===== src/design/isml_pkg.sv =====
// shared types and constants for the interval set merge and lookup block
package isml_pkg;

    localparam int unsigned COVER_BITS = 51;
    localparam int unsigned HITS_BITS  = 32;
    localparam int unsigned FIELD_BITS = 50;
    localparam int unsigned COUNT_BITS = 9;
    localparam int unsigned STAT_BITS  = 2;
    localparam int unsigned OP_BITS    = 2;

    // request operation codes
    localparam logic [OP_BITS-1:0] OP_INSERT = 2'd0;
    localparam logic [OP_BITS-1:0] OP_QUERY  = 2'd1;
    localparam logic [OP_BITS-1:0] OP_CLEAR  = 2'd2;

    // result status codes
    localparam logic [STAT_BITS-1:0] ST_OK       = 2'd0;
    localparam logic [STAT_BITS-1:0] ST_FULL     = 2'd1;
    localparam logic [STAT_BITS-1:0] ST_BADRANGE = 2'd2;

    // command broadcast to every cell
    typedef enum logic [2:0] {
        CELL_HOLD,
        CELL_INSERT,
        CELL_PAIR,
        CELL_FINAL,
        CELL_CLEAR
    } cell_op_t;

    typedef struct packed {
        cell_op_t op;
    } cell_cmd_t;

    // per-cell flags and covered-sum contribution
    typedef struct packed {
        logic                  ov;
        logic                  pair;
        logic                  hit;
        logic [COVER_BITS-1:0] delta;
    } cell_stat_t;

    // reduced view of the whole row for the sequencer
    typedef struct packed {
        logic                  any_ov;
        logic                  any_pair;
        logic                  any_hit;
        logic [COVER_BITS-1:0] delta;
    } row_stat_t;

    typedef enum logic [1:0] {
        S_IDLE,
        S_RUN
    } ctrl_state_t;

endpackage


===== src/design/isml_cell.sv =====
// one table cell: holds a single range and trades it with its neighbors
module isml_cell #(
    parameter int unsigned ID_BITS = 50
) (
    input  logic                         clk,
    input  logic                         rst_n,
    input  isml_pkg::cell_cmd_t          cmd,
    input  logic [ID_BITS-1:0]           new_lo,
    input  logic [ID_BITS-1:0]           new_hi,
    input  logic [ID_BITS-1:0]           query_id,
    input  logic                         prev_vld,
    input  logic [ID_BITS-1:0]           prev_lo,
    input  logic [ID_BITS-1:0]           prev_hi,
    input  logic                         prev_ov,
    input  logic                         prev_after,
    input  logic                         next_vld,
    input  logic [ID_BITS-1:0]           next_lo,
    input  logic [ID_BITS-1:0]           next_hi,
    input  logic                         next_ov,
    output logic                         vld,
    output logic [ID_BITS-1:0]           ent_lo,
    output logic [ID_BITS-1:0]           ent_hi,
    output logic                         ov,
    output logic                         after,
    output isml_pkg::cell_stat_t         stat
);
    import isml_pkg::*;

    logic               vld_reg, vld_next;
    logic [ID_BITS-1:0] lo_reg, lo_next;
    logic [ID_BITS-1:0] hi_reg, hi_next;
    logic [ID_BITS-1:0] mlo, mhi;
    logic [63:0]        gap, grow;
    logic               shift_dn;

    // local compares against the request range
    assign ov    = vld_reg && (hi_reg >= new_lo) && (lo_reg <= new_hi);
    assign after = !vld_reg || (lo_reg > new_hi);
    assign mlo   = (lo_reg < new_lo) ? lo_reg : new_lo;
    assign mhi   = (hi_reg > new_hi) ? hi_reg : new_hi;
    // cells inside or behind the merged run, and empty cells, close the gap
    assign shift_dn = prev_ov || (prev_vld && prev_after) || !vld_reg;

    // covered-sum change this cell is responsible for
    assign gap  = 64'(next_lo) - 64'(hi_reg) - 64'd1;
    assign grow = (64'(mhi) - 64'(mlo)) - (64'(hi_reg) - 64'(lo_reg));

    always_comb
    begin
        stat.ov    = ov;
        stat.pair  = ov && !prev_ov && next_ov;
        stat.hit   = vld_reg && (lo_reg <= query_id) && (query_id <= hi_reg);
        stat.delta = '0;
        if (cmd.op == CELL_PAIR && stat.pair)
        begin
            stat.delta = gap[COVER_BITS-1:0];
        end
        else if (cmd.op == CELL_FINAL && ov)
        begin
            stat.delta = grow[COVER_BITS-1:0];
        end
    end

    // next cell contents
    always_comb
    begin
        vld_next = vld_reg;
        lo_next  = lo_reg;
        hi_next  = hi_reg;
        case (cmd.op)
            CELL_CLEAR:
            begin
                vld_next = 1'b0;
            end
            CELL_INSERT:
            begin
                if (after)
                begin
                    if (prev_after)
                    begin
                        vld_next = prev_vld;
                        lo_next  = prev_lo;
                        hi_next  = prev_hi;
                    end
                    else
                    begin
                        vld_next = 1'b1;
                        lo_next  = new_lo;
                        hi_next  = new_hi;
                    end
                end
            end
            CELL_PAIR:
            begin
                if (stat.pair)
                begin
                    hi_next = next_hi;
                end
                else if (shift_dn && !(ov && !prev_ov))
                begin
                    vld_next = next_vld;
                    lo_next  = next_lo;
                    hi_next  = next_hi;
                end
            end
            CELL_FINAL:
            begin
                if (ov)
                begin
                    lo_next = mlo;
                    hi_next = mhi;
                end
            end
            default:
            begin
                vld_next = vld_reg;
            end
        endcase
    end

    // valid flag
    always_ff @(posedge clk or negedge rst_n)
    begin
        if (!rst_n)
        begin
            vld_reg <= 1'b0;
        end
        else
        begin
            vld_reg <= vld_next;
        end
    end

    // range payload
    always_ff @(posedge clk)
    begin
        lo_reg <= lo_next;
        hi_reg <= hi_next;
    end

    assign vld    = vld_reg;
    assign ent_lo = lo_reg;
    assign ent_hi = hi_reg;

endmodule


===== config.mk =====
export PLATFORM = sky130hd
export DESIGN_NAME = isml_cell
export DESIGN_NICKNAME = d
export VERILOG_FILES = /design/src/design/isml_pkg.sv /design/src/design/isml_cell.sv
export SDC_FILE = /design/constraint.sdc
export NUM_CORES = 1
export LEC_CHECK = 0
export ABC_AREA = 1
export BUFFER_PORTS_ARGS = -buffer_cell sky130_fd_sc_hd__buf_4
export CAP_MARGIN = 25
export CORE_ASPECT_RATIO = 0.5
export CORE_MARGIN = 4
export CORE_UTILIZATION = 45
export CTS_CLUSTER_DIAMETER = 30
export DETAILED_ROUTE_END_ITERATION = 10
export PLACE_DENSITY = 0.67
export SLEW_MARGIN = 20
export SYNTH_ARGS = -nofsm -noshare
export SYNTH_HDL_FRONTEND = slang
export SYNTH_SLANG_ARGS = --single-unit

===== constraint.sdc =====
create_clock -name clk -period 15.85 [get_ports clk]
set_input_delay 0.7925 -clock clk [delete_from_list [all_inputs] [get_ports clk]]
set_output_delay 0.7925 -clock clk [all_outputs]
set_load 0.005 [all_outputs]

After elaboration in Yosys (flattened, before gate mapping)
Cells that the tools add are included.
- output and inout port bits: 157
- logic and storage cells: 66
- bits in registers: 101
- order comparisons: 7
- mux-type cells: 21
- reduce and logical (&&, ||, !) cells: 21
- add/subtract/negate cells: 5
- equality and inequality tests: 9
- operators by type and width (operator ; number):
    $mux 50 ; 12
    $pmux 50 s3 ; 2
    $sub 50x50->51 ; 3
    $le 50x50->1 ; 3
    $mux 51 ; 2
    $gt 50x50->1 ; 2
    $sub 51x2->51 const B ; 1
    $sub 51x51->51 ; 1
    $ge 50x50->1 ; 1
    $lt 50x50->1 ; 1
    $logic_and 1x1->1 ; 10
    $reduce_and 4->1 ; 2
    $eq 3x2->1 const B ; 2
    $ne 2x2->1 const B ; 3
    $reduce_bool 3->1 ; 2
    $reduce_and 5->1 ; 1
    $mux 1 ; 4
    $eq 3x1->1 const B ; 1
    $eq 3x3->1 const B ; 1
    $logic_not 1->1 ; 3
    $logic_or 1x1->1 ; 3
    $ne 3x2->1 const B ; 1
    $pmux 1 s3 ; 1
    $ne 2x1->1 const B ; 1

Depth between registers and ports, before layout
- depth after elaboration: 9
- depth in mapped cells: 32
- mapped depth without buffers: 31

Worst setup path after synthesis
Ideal clock, no wire load.
- kind: input-to-output
- start point: input new_lo[19]
- end point: output stat[24] (netlist bit)
- stages on the path: 27
- arrival time: 5.157 ns
- buffers on the path: 1
- required time: 15.058 ns
- setup slack: 9.901 ns
- path through: inv_1 > ha_1 > a21oi_1 > o21ai_0 > nand2_1 > o211ai_1 > nand2_1 > nand3_1 > a21oi_1 > clkbuf_1 > nand3_1 > and2_1 > fa_1 > fa_1 > inv_1 > ha_1 > fa_1 > nand2_1 > o21bai_1 > nand2_1 > nand2_1 > nand3_1 > nand2_1 > a21oi_1 > xor2_1 > or2_2 > nand2_1
- RTL lines (element ; line ; text):
    start: declaration ; isml_cell.sv:8 ; input logic [ID_BITS-1:0] new_lo,
    end: declaration ; isml_cell.sv:25 ; output isml_pkg::cell_stat_t stat

==> results.sh <==
export IMPL_comb_power_share_pct=81.1
export IMPL_postRouteAntennaNets=0
export IMPL_worst_pin_slew_ns=1.33
export IMPL_synthDistinctLibCells=45
export IMPL_clockPowerShare_pct=7.8
export IMPL_place_gp_congestion=1.10
export IMPL_area_growth_pct=19.5
export IMPL_startpoint_type="flip-flop"
export IMPL_fp_dieW_um=346
export IMPL_coreArea_um2=55900
export IMPL_rsz0062_at_grt="no"
export IMPL_worstPathRequired_ns=15.06
export IMPL_grt_overflow=0
export IMPL_synth_warnings=0
export IMPL_start_util_pct=45.8
export IMPL_hold_path_class="primary input to asynchronous set/reset pin"
export IMPL_io_buffer_count=516
export IMPL_drt_iter0_drc=3933
export IMPL_synth_area_um2=25600
export IMPL_hold_viol=0
export IMPL_whs_ns=0.139
export IMPL_avgSynthCellArea_um2=6.32
export IMPL_clock_sinks=101
export IMPL_finalInstanceArea_um2=30600
export IMPL_cts_inserted_buffers=9
export IMPL_cellPowerDensity_nw_per_um2=110
export IMPL_routed_via_density=6.01
export IMPL_clkLatencyLatePin_ns=0.43
export IMPL_syn_nets=4918
export IMPL_ys_seq_area_share_pct=11.8
export IMPL_cts_setup_buffers=0
export IMPL_seq_power_share_pct=11.1
export IMPL_drc=0
export IMPL_synth_edff_count=100
export IMPL_slew_headroom_pct=10.3
export IMPL_dominantRegCellSynth="edfxtp_1"
export IMPL_cts_tree="yes"
export IMPL_ios=517
export IMPL_cp_max_fo=28
export IMPL_wl_per_cell_um=26.1
export IMPL_final_nets=5370
export IMPL_htree_levels=3
export IMPL_synthArstFlopShare_pct=0.990
export IMPL_num_vias=31700
export IMPL_synth_seq_cells=101
export IMPL_p_leak_nw=15.9
export IMPL_drt_wl_total_mm=138
export IMPL_cts_resized=0
export IMPL_critical_path_endpoint_type="output pin"
export IMPL_die_h_um=177
export IMPL_finalSetupViolations=0
export IMPL_dpl_instance_area_um2=30300
export IMPL_antenna_found_initial=8
export IMPL_p_total_w=0.00335
export IMPL_grt_pass1_wl_mm=197
export IMPL_fmax_ghz=0.102
export IMPL_die_area_um2=61100
export IMPL_clkSlewWorstSetupHoldPaths_ns=0.11
export IMPL_final_period_utilization_pct=62.0
export IMPL_clockRootBuffer="clkbuf_16"
export IMPL_power_switching_w=0.00206
export IMPL_final_cell_mix="nand2_1 (913), inv_1 (702), buf_4 (539), ha_1 (400), a21oi_1 (369)"
export IMPL_track_usage_pct=43.4
export IMPL_grt_pass1_vias=29700
export IMPL_fin_crit_ns=9.83
export IMPL_maxCapViolCount=0
export IMPL_drive_gt1_share_pct=13.1
export IMPL_power_internal_w=0.00129
export IMPL_drv_slew=0
export IMPL_switching_share_pct=61.4
export IMPL_row_count=61
export IMPL_dp_hpwl_mm=115
export IMPL_crit_type="flip-flop to output pin"
export IMPL_fin_worst_skew_ns=0.0209
export IMPL_cts_hold_buf=0
export IMPL_max_clock_path_buffers=2
export IMPL_vdd_drop_max_mv=0.0777
export IMPL_syn_inst=4057
export IMPL_setup_tns_ns=0
export IMPL_first_pass_iters=10
export IMPL_final_common_cell="nand2_1"
export IMPL_grt_max_degree=141
export IMPL_cp_data_arrival_time_ns=9.04
export IMPL_outcome="completed"
[final timing paths]
path | to | slack (ns) | startpoint | cells past startpoint
setup / recovery | stat[16] | 6.02 | ent_lo[43] | 24
setup reg to reg | ent_hi[19] | 10.34 | ent_lo[49] | 12
hold / removal | vld | 0.14 | rst_n | 1
hold reg to reg | vld | 0.65 | vld | 2
max in group asynchronous | vld | 15.63 | rst_n | 1
min in group clk | vld | 0.65 | vld | 2
[metal layers]
metal	GRT usage, %	vias up	part of all wire (%)
met3	14.9	334	14
met2	62.7	2048	40
met1	60.0	15000	42
met4	15.1	12	4.1
met5	0	-	0.056
li1	-	14300	-
[stage by stage]
| step | utilization (%) | std cells | worst slack, ns |
|---|---|---|---|
| 2_1_floorplan | - | 4057 | 9.90 |
| 3_3_place_gp | 54.1 | 5248 | 6.69 |
| 3_5_place_dp | 54.1 | 5249 | 6.59 |
| 4_1_cts | 54.6 | 5265 | 6.45 |
| 5_1_grt | 54.7 | 5272 | 5.99 |
| 6_report | 54.7 | 5273 | 6.02 |
[worst max-delay path, stage by stage, from the launching register on]
cell and delay, ns:
edfxtp_1 0.57, ha_1 0.38, nand2_1 0.05, nor2_1 0.15, nand2_1 0.17, nor4_1 0.87, nand4_1 0.33, nand2_2 0.59
buf_4 0.54, nand2_1 0.13, and2_1 0.19, fa_1 0.50, fa_1 0.41, inv_1 0.07, ha_1 0.43, fa_1 0.55
nand2_1 0.13, o21bai_1 0.84, nand2_1 0.10, nand2_1 0.16, nand3_1 0.09, nand2_1 0.41, xnor2_1 0.22, o21ai_0 0.49
buf_4 0.21
[power by group through the flow]
| stage | Clock [W] | Sequential, W | Combinational (W) |
|---|---|---|---|
| floorplan | 0 | 0.000359 | 0.00158 |
| global placement | 0 | 0.000377 | 0.00255 |
| detailed placement | 0 | 0.000377 | 0.00256 |
| CTS | 0.000259 | 0.000371 | 0.00258 |
| global route | 0.000269 | 0.000375 | 0.00291 |
| finish | 0.000262 | 0.000373 | 0.00272 |
[cell families after synthesis]
logic type      share of synthesized area, %
simple gates                            30.9
buf+inv                                 12.0
compound gates                          15.5
fa+ha+maj                               27.4
flops                                   11.8
xor+xnor                                2.43
[cell usage after synthesis, types with 3 or more instances]
master | number | share of area [%]
o311ai_0 | 3 | 0.10
xnor2_1 | 21 | 0.72
clkbuf_1 | 69 | 1.0
a21o_1 | 19 | 0.56
nand3_1 | 361 | 7.0
xor2_1 | 50 | 1.7
a21oi_1 | 371 | 7.2
o21ai_1 | 9 | 0.18
nor2_1 | 335 | 4.9
a31oi_1 | 22 | 0.54
inv_1 | 703 | 10
o21a_1 | 17 | 0.50
buf_4 | 5 | 0.15
and2_1 | 9 | 0.22
nand2_1 | 915 | 13
o21bai_1 | 17 | 0.50
a21boi_0 | 7 | 0.21
nor3_1 | 40 | 0.78
and3_1 | 5 | 0.12
buf_1 | 8 | 0.12
nand3b_1 | 52 | 1.5
ha_1 | 400 | 20
fa_1 | 101 | 7.9
o211ai_1 | 12 | 0.35
o21ai_0 | 266 | 5.2
edfxtp_1 | 100 | 12
or2_2 | 13 | 0.32
nor4_1 | 15 | 0.37
nand4_1 | 75 | 1.8
buf_2 | 19 | 0.37
[layout make-up]
cell class / count / area, um^2
clock inverter: 6 / 51.3
tap: 756 / 946
multi-input combinational: 3150 / 19600
sequential: 101 / 3030
inverter: 704 / 2640
clock buffer: 10 / 229
timing repair buffer: 543 / 4100
fill: 5719 / 25300
antenna: 3 / 7.51
(Power assumes the default switching activity.)
