`src/design/isml_pkg.sv`:
```
// shared types and constants for the interval set merge and lookup block
package isml_pkg;

    localparam int unsigned COVER_BITS = 51;
    localparam int unsigned HITS_BITS  = 32;
    localparam int unsigned FIELD_BITS = 50;
    localparam int unsigned COUNT_BITS = 9;
    localparam int unsigned STAT_BITS  = 2;
    localparam int unsigned OP_BITS    = 2;

    // request operation codes
    localparam logic [OP_BITS-1:0] OP_INSERT = 2'd0;
    localparam logic [OP_BITS-1:0] OP_QUERY  = 2'd1;
    localparam logic [OP_BITS-1:0] OP_CLEAR  = 2'd2;

    // result status codes
    localparam logic [STAT_BITS-1:0] ST_OK       = 2'd0;
    localparam logic [STAT_BITS-1:0] ST_FULL     = 2'd1;
    localparam logic [STAT_BITS-1:0] ST_BADRANGE = 2'd2;

    // command broadcast to every cell
    typedef enum logic [2:0] {
        CELL_HOLD,
        CELL_INSERT,
        CELL_PAIR,
        CELL_FINAL,
        CELL_CLEAR
    } cell_op_t;

    typedef struct packed {
        cell_op_t op;
    } cell_cmd_t;

    // per-cell flags and covered-sum contribution
    typedef struct packed {
        logic                  ov;
        logic                  pair;
        logic                  hit;
        logic [COVER_BITS-1:0] delta;
    } cell_stat_t;

    // reduced view of the whole row for the sequencer
    typedef struct packed {
        logic                  any_ov;
        logic                  any_pair;
        logic                  any_hit;
        logic [COVER_BITS-1:0] delta;
    } row_stat_t;

    typedef enum logic [1:0] {
        S_IDLE,
        S_RUN
    } ctrl_state_t;

endpackage

```
`src/design/isml_ctrl.sv`:
```
// sequencer: takes requests, steers the cell row and builds results
module isml_ctrl #(
    parameter int unsigned MAX_RANGES = 256,
    parameter int unsigned ID_BITS    = 50
) (
    input  logic                                  clk,
    input  logic                                  rst_n,
    input  logic                                  req_valid,
    output logic                                  req_ready,
    input  logic [isml_pkg::OP_BITS-1:0]          req_op,
    input  logic [ID_BITS-1:0]                    req_lo,
    input  logic [ID_BITS-1:0]                    req_hi,
    input  logic [ID_BITS-1:0]                    req_id,
    input  isml_pkg::row_stat_t                   row,
    output isml_pkg::cell_cmd_t                   cmd,
    output logic [ID_BITS-1:0]                    cur_lo,
    output logic [ID_BITS-1:0]                    cur_hi,
    output logic [ID_BITS-1:0]                    cur_id,
    output logic                                  res_valid,
    input  logic                                  res_ready,
    output logic                                  res_member,
    output logic [isml_pkg::HITS_BITS-1:0]        res_hits,
    output logic [isml_pkg::COVER_BITS-1:0]       res_cover,
    output logic [isml_pkg::COUNT_BITS-1:0]       res_count,
    output logic [isml_pkg::STAT_BITS-1:0]        res_status
);
    import isml_pkg::*;

    localparam int unsigned CNT_W = $clog2(MAX_RANGES + 1);

    ctrl_state_t           state_reg, state_next;
    logic [OP_BITS-1:0]    op_reg;
    logic [ID_BITS-1:0]    lo_reg, hi_reg, id_reg;
    logic [CNT_W-1:0]      cnt_reg, cnt_next;
    logic [HITS_BITS-1:0]  hits_reg, hits_next;
    logic [COVER_BITS-1:0] cov_reg, cov_next;
    logic                  ovalid_reg, ovalid_next;
    logic                  done;
    logic                  out_free;
    logic                  member;
    logic [STAT_BITS-1:0]  status;
    logic [63:0]           new_len;

    assign out_free  = !ovalid_reg || res_ready;
    assign req_ready = (state_reg == S_IDLE);
    assign new_len   = 64'(hi_reg) - 64'(lo_reg) + 64'd1;

    // next state
    always_comb
    begin
        state_next = state_reg;
        case (state_reg)
            S_IDLE:
            begin
                if (req_valid)
                begin
                    state_next = S_RUN;
                end
            end
            S_RUN:
            begin
                if (done)
                begin
                    state_next = S_IDLE;
                end
            end
            default:
            begin
                state_next = S_IDLE;
            end
        endcase
    end

    // row command, counters and completion
    always_comb
    begin
        cmd.op    = CELL_HOLD;
        done      = 1'b0;
        member    = 1'b0;
        status    = ST_OK;
        cnt_next  = cnt_reg;
        hits_next = hits_reg;
        cov_next  = cov_reg;
        if (state_reg == S_RUN)
        begin
            case (op_reg)
                OP_INSERT:
                begin
                    if (lo_reg > hi_reg)
                    begin
                        done   = out_free;
                        status = ST_BADRANGE;
                    end
                    else if (row.any_pair)
                    begin
                        cmd.op   = CELL_PAIR;
                        cnt_next = cnt_reg - 1'b1;
                        cov_next = cov_reg + row.delta;
                    end
                    else if (row.any_ov)
                    begin
                        done = out_free;
                        if (out_free)
                        begin
                            cmd.op   = CELL_FINAL;
                            cov_next = cov_reg + row.delta;
                        end
                    end
                    else if (cnt_reg == CNT_W'(MAX_RANGES))
                    begin
                        done   = out_free;
                        status = ST_FULL;
                    end
                    else
                    begin
                        done = out_free;
                        if (out_free)
                        begin
                            cmd.op   = CELL_INSERT;
                            cnt_next = cnt_reg + 1'b1;
                            cov_next = cov_reg + new_len[COVER_BITS-1:0];
                        end
                    end
                end
                OP_QUERY:
                begin
                    done   = out_free;
                    member = row.any_hit;
                    if (out_free && row.any_hit && (hits_reg != '1))
                    begin
                        hits_next = hits_reg + 1'b1;
                    end
                end
                OP_CLEAR:
                begin
                    done = out_free;
                    if (out_free)
                    begin
                        cmd.op    = CELL_CLEAR;
                        cnt_next  = '0;
                        hits_next = '0;
                        cov_next  = '0;
                    end
                end
                default:
                begin
                    done = out_free;
                end
            endcase
        end
    end

    // result slot
    always_comb
    begin
        ovalid_next = ovalid_reg;
        if (res_ready)
        begin
            ovalid_next = 1'b0;
        end
        if (done)
        begin
            ovalid_next = 1'b1;
        end
    end

    // control state
    always_ff @(posedge clk or negedge rst_n)
    begin
        if (!rst_n)
        begin
            state_reg  <= S_IDLE;
            cnt_reg    <= '0;
            hits_reg   <= '0;
            cov_reg    <= '0;
            ovalid_reg <= 1'b0;
        end
        else
        begin
            state_reg  <= state_next;
            cnt_reg    <= cnt_next;
            hits_reg   <= hits_next;
            cov_reg    <= cov_next;
            ovalid_reg <= ovalid_next;
        end
    end

    // request capture and result payload
    always_ff @(posedge clk)
    begin
        if (req_valid && req_ready)
        begin
            op_reg <= req_op;
            lo_reg <= req_lo;
            hi_reg <= req_hi;
            id_reg <= req_id;
        end
        if (done)
        begin
            res_member <= member;
            res_status <= status;
            res_hits   <= hits_next;
            res_cover  <= cov_next;
            res_count  <= COUNT_BITS'(cnt_next);
        end
    end

    assign cur_lo    = lo_reg;
    assign cur_hi    = hi_reg;
    assign cur_id    = id_reg;
    assign res_valid = ovalid_reg;

endmodule

```
`config.mk`:
```
export PLATFORM = sky130hd
export DESIGN_NAME = isml_ctrl
export DESIGN_NICKNAME = d
export VERILOG_FILES = /design/src/design/isml_pkg.sv /design/src/design/isml_ctrl.sv
export SDC_FILE = /design/constraint.sdc
export NUM_CORES = 1
export LEC_CHECK = 0
export BUFFER_PORTS_ARGS = -buffer_cell sky130_fd_sc_hd__buf_2
export CAP_MARGIN = 30
export CORE_MARGIN = 4
export CORE_UTILIZATION = 50
export CTS_CLUSTER_DIAMETER = 120
export DETAILED_ROUTE_END_ITERATION = 7
export GPL_TIMING_DRIVEN = 0
export MAX_ROUTING_LAYER = met4
export PLACE_DENSITY = 0.84
export SYNTH_ARGS = -nofsm -noshare
export SYNTH_HDL_FRONTEND = slang
export SYNTH_SLANG_ARGS = --single-unit
```
`constraint.sdc`:
```
create_clock -name clk -period 9.1 [get_ports clk]
set_input_delay 0.91 -clock clk [delete_from_list [all_inputs] [get_ports clk]]
set_output_delay 0.91 -clock clk [all_outputs]
set_load 0.01 [all_outputs]
```
# Word level (Yosys, flattened, before mapping)
# Index checks and enable logic that the tools add are counted.
# word_totals
ff_bits,342
in_bits,210
# op_classes
n_addsub,7
order_cmp,1
eq_ne,7
n_mux,43
n_bitwise,2
reduce_logical,12
# ops
operator,count
$mux 51,8
$add 51x51->51,2
$pmux 51 s2,1
$mux 32,3
$pmux 32 s2,1
$mux 9,7
$add 51x2->51 const B,1
$sub 50x50->51,1
$gt 50x50->1,1
$add 32x1->32 const B,1
$ne 32x32->1 const B,1
$pmux 9 s2,1
$mux 3,5
$mux 1,11
$add 9x1->9 const B,1
$eq 9x9->1 const B,1
$sub 9x1->9 const B,1
$mux 2,4
$pmux 3 s2,1
$reduce_and 2->1,3
$reduce_or 5->1,1
$eq 2x1->1 const B,2
$logic_not 2->1,2
$ne 2x2->1 const B,2
other kinds (7),10

# Logic depth before layout (Yosys ltp)
# logic_depth
ltp_word,10
ltp_mapped,16
ltp_nobuf,16

# Worst setup path before layout
# Ideal clock, no wire load.
# synth_path
path_kind,reg-to-reg
start,"reg lo_reg[11], in the netlist cur_lo[11]"
end,"reg ovalid_reg, in the netlist res_valid"
arrival_ns,9.919
t_required_ns,8.986
path_slack_ns,-0.933
path_stages_with_launch,11
n_path_buf,0
period_less_slack_ns,10.033
cell_sequence,edfxtp_1 inv_1 ha_1 nand4_1 nor3_1 o21ai_0 a41o_1 a21o_1 a21o_1 a311oi_1 or2_2
# synth_via
elab_chain_len,5
# synth_lines
item,line_no,text
start: declaration,isml_ctrl.sv:33,"logic [ID_BITS-1:0] lo_reg, hi_reg, id_reg;"
start signal: assignment,isml_ctrl.sv:194,lo_reg <= req_lo;
$gt 50x50->1 *,isml_ctrl.sv:89,if (lo_reg > hi_reg)
$mux 1 *,isml_ctrl.sv:89,
$mux 1 *,isml_ctrl.sv:86,case (op_reg)
$mux 1 *,isml_ctrl.sv:84,if (state_reg == S_RUN)
via done,isml_ctrl.sv:38,logic done;
$mux 1 / $reduce_bool 2->1 (equally long branches),n/a,
end signal: assignment,isml_ctrl.sv:184,ovalid_reg <= ovalid_next;
end: declaration,isml_ctrl.sv:37,"logic ovalid_reg, ovalid_next;"
# The timed path passes the listed nets; every way through them passes the cells marked *.
# A chain may end at the register's enable or synchronous reset.

==> flow_summary.yaml <==
run_status:
  status: "complete, no violations"
detailed_routing:
  vias: 18500
  wl_um: 68400
  viasPerCell: 5.75
  drt_first_pass_iters: 6
  first_iter_violations: 1652
  wire_per_inst_um: 21.3
  final_antenna_net_count: 0
  drc: 0
clock_tree:
  cts_tree: "done"
  ctsResizeCount: 0
  htreeDepth: 2
  post_cts_buffers: 0
  clockBufferDepth: 3
  clk_latency_ns: 0.57
  root_buffer: "clkbuf_16"
  clkTransAtPathRegs_ns: 0.06
  cts_made_buffers: 38
  clock_sinks: 341
  ctsHoldBuffers: 0
global_route:
  grt_pass1_wl_um: 105000
  grt_overflow: 0
  antenna_found_initial: 2
  grt_pass1_vias: 18700
  grt_max_degree: 53
  grt_use_total_pct: 29.4
setup_path:
  path_buf_inv: 5
  arrival_ns: 5.76
  criticalPathCategory: "reg -> out"
  slowest_delay_ns: 0.73
  r2r-start: "cur_lo[47]"
  crit_path_start: "cur_lo[47]"
  critPathRequiredTime_ns: 8.19
  path_max_fanout: 10
  endpoint_kind: "output pin"
  cp_top_family: "compound AO/OA/AOI/OAI gates"
  path_cells: "inv_1 > ha_1 > a21o_1 > a21o_1 > a21oi_1 > o311ai_0 > a211oi_1 > a21oi_1 > nor2_1 > nand2_1 > inv_1 > buf_2 > buf_1 > buf_2"
  cp-start-kind: "flip-flop"
  crit_slowest_cell: "a211oi_1"
synthesis:
  syn_area_um2: 21600
  yosysWarnings: 0
  syn_area_per_cell_um2: 10.3
  synth_top_area_share_pct: 34.3
  synth_sequential_area_ratio_pct: 45.2
  syn_nets: 2564
  ys.flop_type: "edfxtp_1"
  synth_edf_count: 247
  ys_async_sr_fraction_pct: 27.6
  ys_seq_elements: 341
  synth.area.top_cells: "edfxtp_1 34%, ha_1 12%, dfrtp_1 11%, inv_1 4.9%, fa_1 4.7%"
  synth_cells: 2096
  yosysTopAreaCell: "edfxtp_1"
  ys_types: 74
floorplanning:
  core_region_area_um2: 42300
  rows: 75
  die_h_um: 216
  start_util_pct: 51.1
  ios: 460
  fp.dieArea_um2: 46600
  die_w_um: 216
cells_and_area:
  stdcell_area_um2: 26100
  syn_to_final_growth_pct: 20.7
  drive_above_1_share_pct: 21.2
  num-fill-cells: 3439
  nets: 3072
timing:
  setup_viol: 0
  hold_ws_ns: 0.437
  grt_setup_unrepaired: "no"
  slew_violations: 0
  fin_crit_sh_pct: 73.2
  finalHoldViolations: 0
  relSlewSlack_pct: 32.7
  fmaxAchievable_ghz: 0.150
  tightest_slew_ns: 1.01
  skew_ns: 0.0298
  fin_crit_ns: 6.67
pwr:
  totalPowerFinal_w: 0.00908
  ir_drop_mv: 0.207
  p_per_area_nw_per_um2: 348
  p_leak_nw: 12.3
placed_design:
  place.port_buffers: 457
  placed_area_um2: 24900
  hpwl_um: 52800
  gp_congestion: 0.983
worst_hold_path:
  hold_class: "in -> async"
flow_run:
  cap_violations: 0
[logic make-up (layout without fill, tap and decap cells)]
group	Yosys count	after routing	synth area share [%]
buffers and inverters	349	885	6.12
muxes	10	10	0.469
adders and majority gates	258	258	16.7
and+or+nand+nor	457	457	10.2
DFF	341	341	45.2
other	0	2	0
AOI/OAI and AO/OA	595	595	17.8
xor gates and xnor gates	86	86	3.48
[routing by layer]
metal  share of wire (%)  vias up  GRT usage (%)
met5                   0        -              -
met4                 2.4        0           7.57
met3                 6.9      121           4.73
met2                  50      820           49.8
met1                  41     9036           37.1
li1                    -     8481              -
[final timing paths]
check	to	slack, ns	cells past startpoint
max	cmd[1]	2.43	14
min reg2reg	hits_reg[15]	0.52	1
min in group clk	cur_hi[34]	0.51	1
max reg2reg	res_cover[37]	3.51	15
max in group asynchronous	cov_reg[19]	7.92	2
min	hits_reg[27]	0.44	1
[metrics by stage]
| step | util (%) | setup TNS [ns] | worst slack, ns | instances |
|---|---|---|---|---|
| 2_1_floorplan | - | 0 | 0.936 | 2096 |
| 3_3_place_gp | 58.2 | -274.74 | -1.65 | 3130 |
| 3_5_place_dp | 58.8 | 0 | 3.10 | 3141 |
| 4_1_cts | 61.7 | 0 | 2.47 | 3209 |
| 5_1_grt | 61.7 | 0 | 2.37 | 3211 |
| 6_report | 61.7 | 0 | 2.43 | 3211 |
[cell usage in the layout, fill, tap and decap left out, drive strengths merged, types with 6 or more instances in the layout]
cell     Yosys  routed
nand3       30      30
fa          51      51
nor2b       16      16
buf         14     482
dfrtp       94      94
a2111oi      6       6
clkinv       0      15
and4         8       8
a211oi      14      14
o21bai      19      19
o211ai      13      13
nor3        30      30
nand2b      14      14
nor4         8       8
xor2        30      30
and2        12      12
o21ai      165     165
mux2i        9       9
and3        27      27
nand4       49      49
nor2        99      99
ha         207     207
a21o        78      78
o31ai       16      16
a221o        8       8
inv        285     289
a31oi       24      24
a21oi      149     149
nand2      151     151
edfxtp     247     247
clkbuf      50      95
a22oi       26      26
xnor2       56      56
[Yosys cell counts, drive strengths merged (19+ instances only)]
cell    instances
nand4          49
xnor2          56
fa             51
nor2           99
nor3           30
o21bai         19
and3           27
a21o           78
edfxtp        247
inv           285
xor2           30
nand2         151
nand3          30
a22oi          26
o21ai         165
a21oi         149
clkbuf         50
a31oi          24
ha            207
dfrtp          94
[area by class of cell]
class,instances,area [µm²],area share (%)
multi-input combinational,1406,10600,40.5
sequential,341,9770,37.4
timing repair buffer,468,2510,9.63
inverter,285,1070,4.10
clock buffer,45,1020,3.91
tap,577,722,2.77
buffer,64,254,0.973
clock inverter,23,190,0.729
antenna,2,5.00,0.0192
[report_power, final]
part           internal (W)  switching [W]
clock              0.000866       0.000660
combinational       0.00188        0.00315
sequential          0.00222       0.000302
[worst register-to-register path, cell delays in order (launching register included)]
cell      delay, ns
edfxtp_1       0.43
inv_1          0.07
ha_1           0.31
a21o_1         0.16
a21o_1         0.16
a21oi_1        0.46
o311ai_0       0.26
a211oi_1       0.73
a21oi_1        0.43
nor2_1         0.28
nand2_1        0.39
inv_1          0.18
buf_2          0.42
buf_1          0.62
a22oi_1        0.16
o31ai_1        0.24
Power figures use the tool's default switching activity.
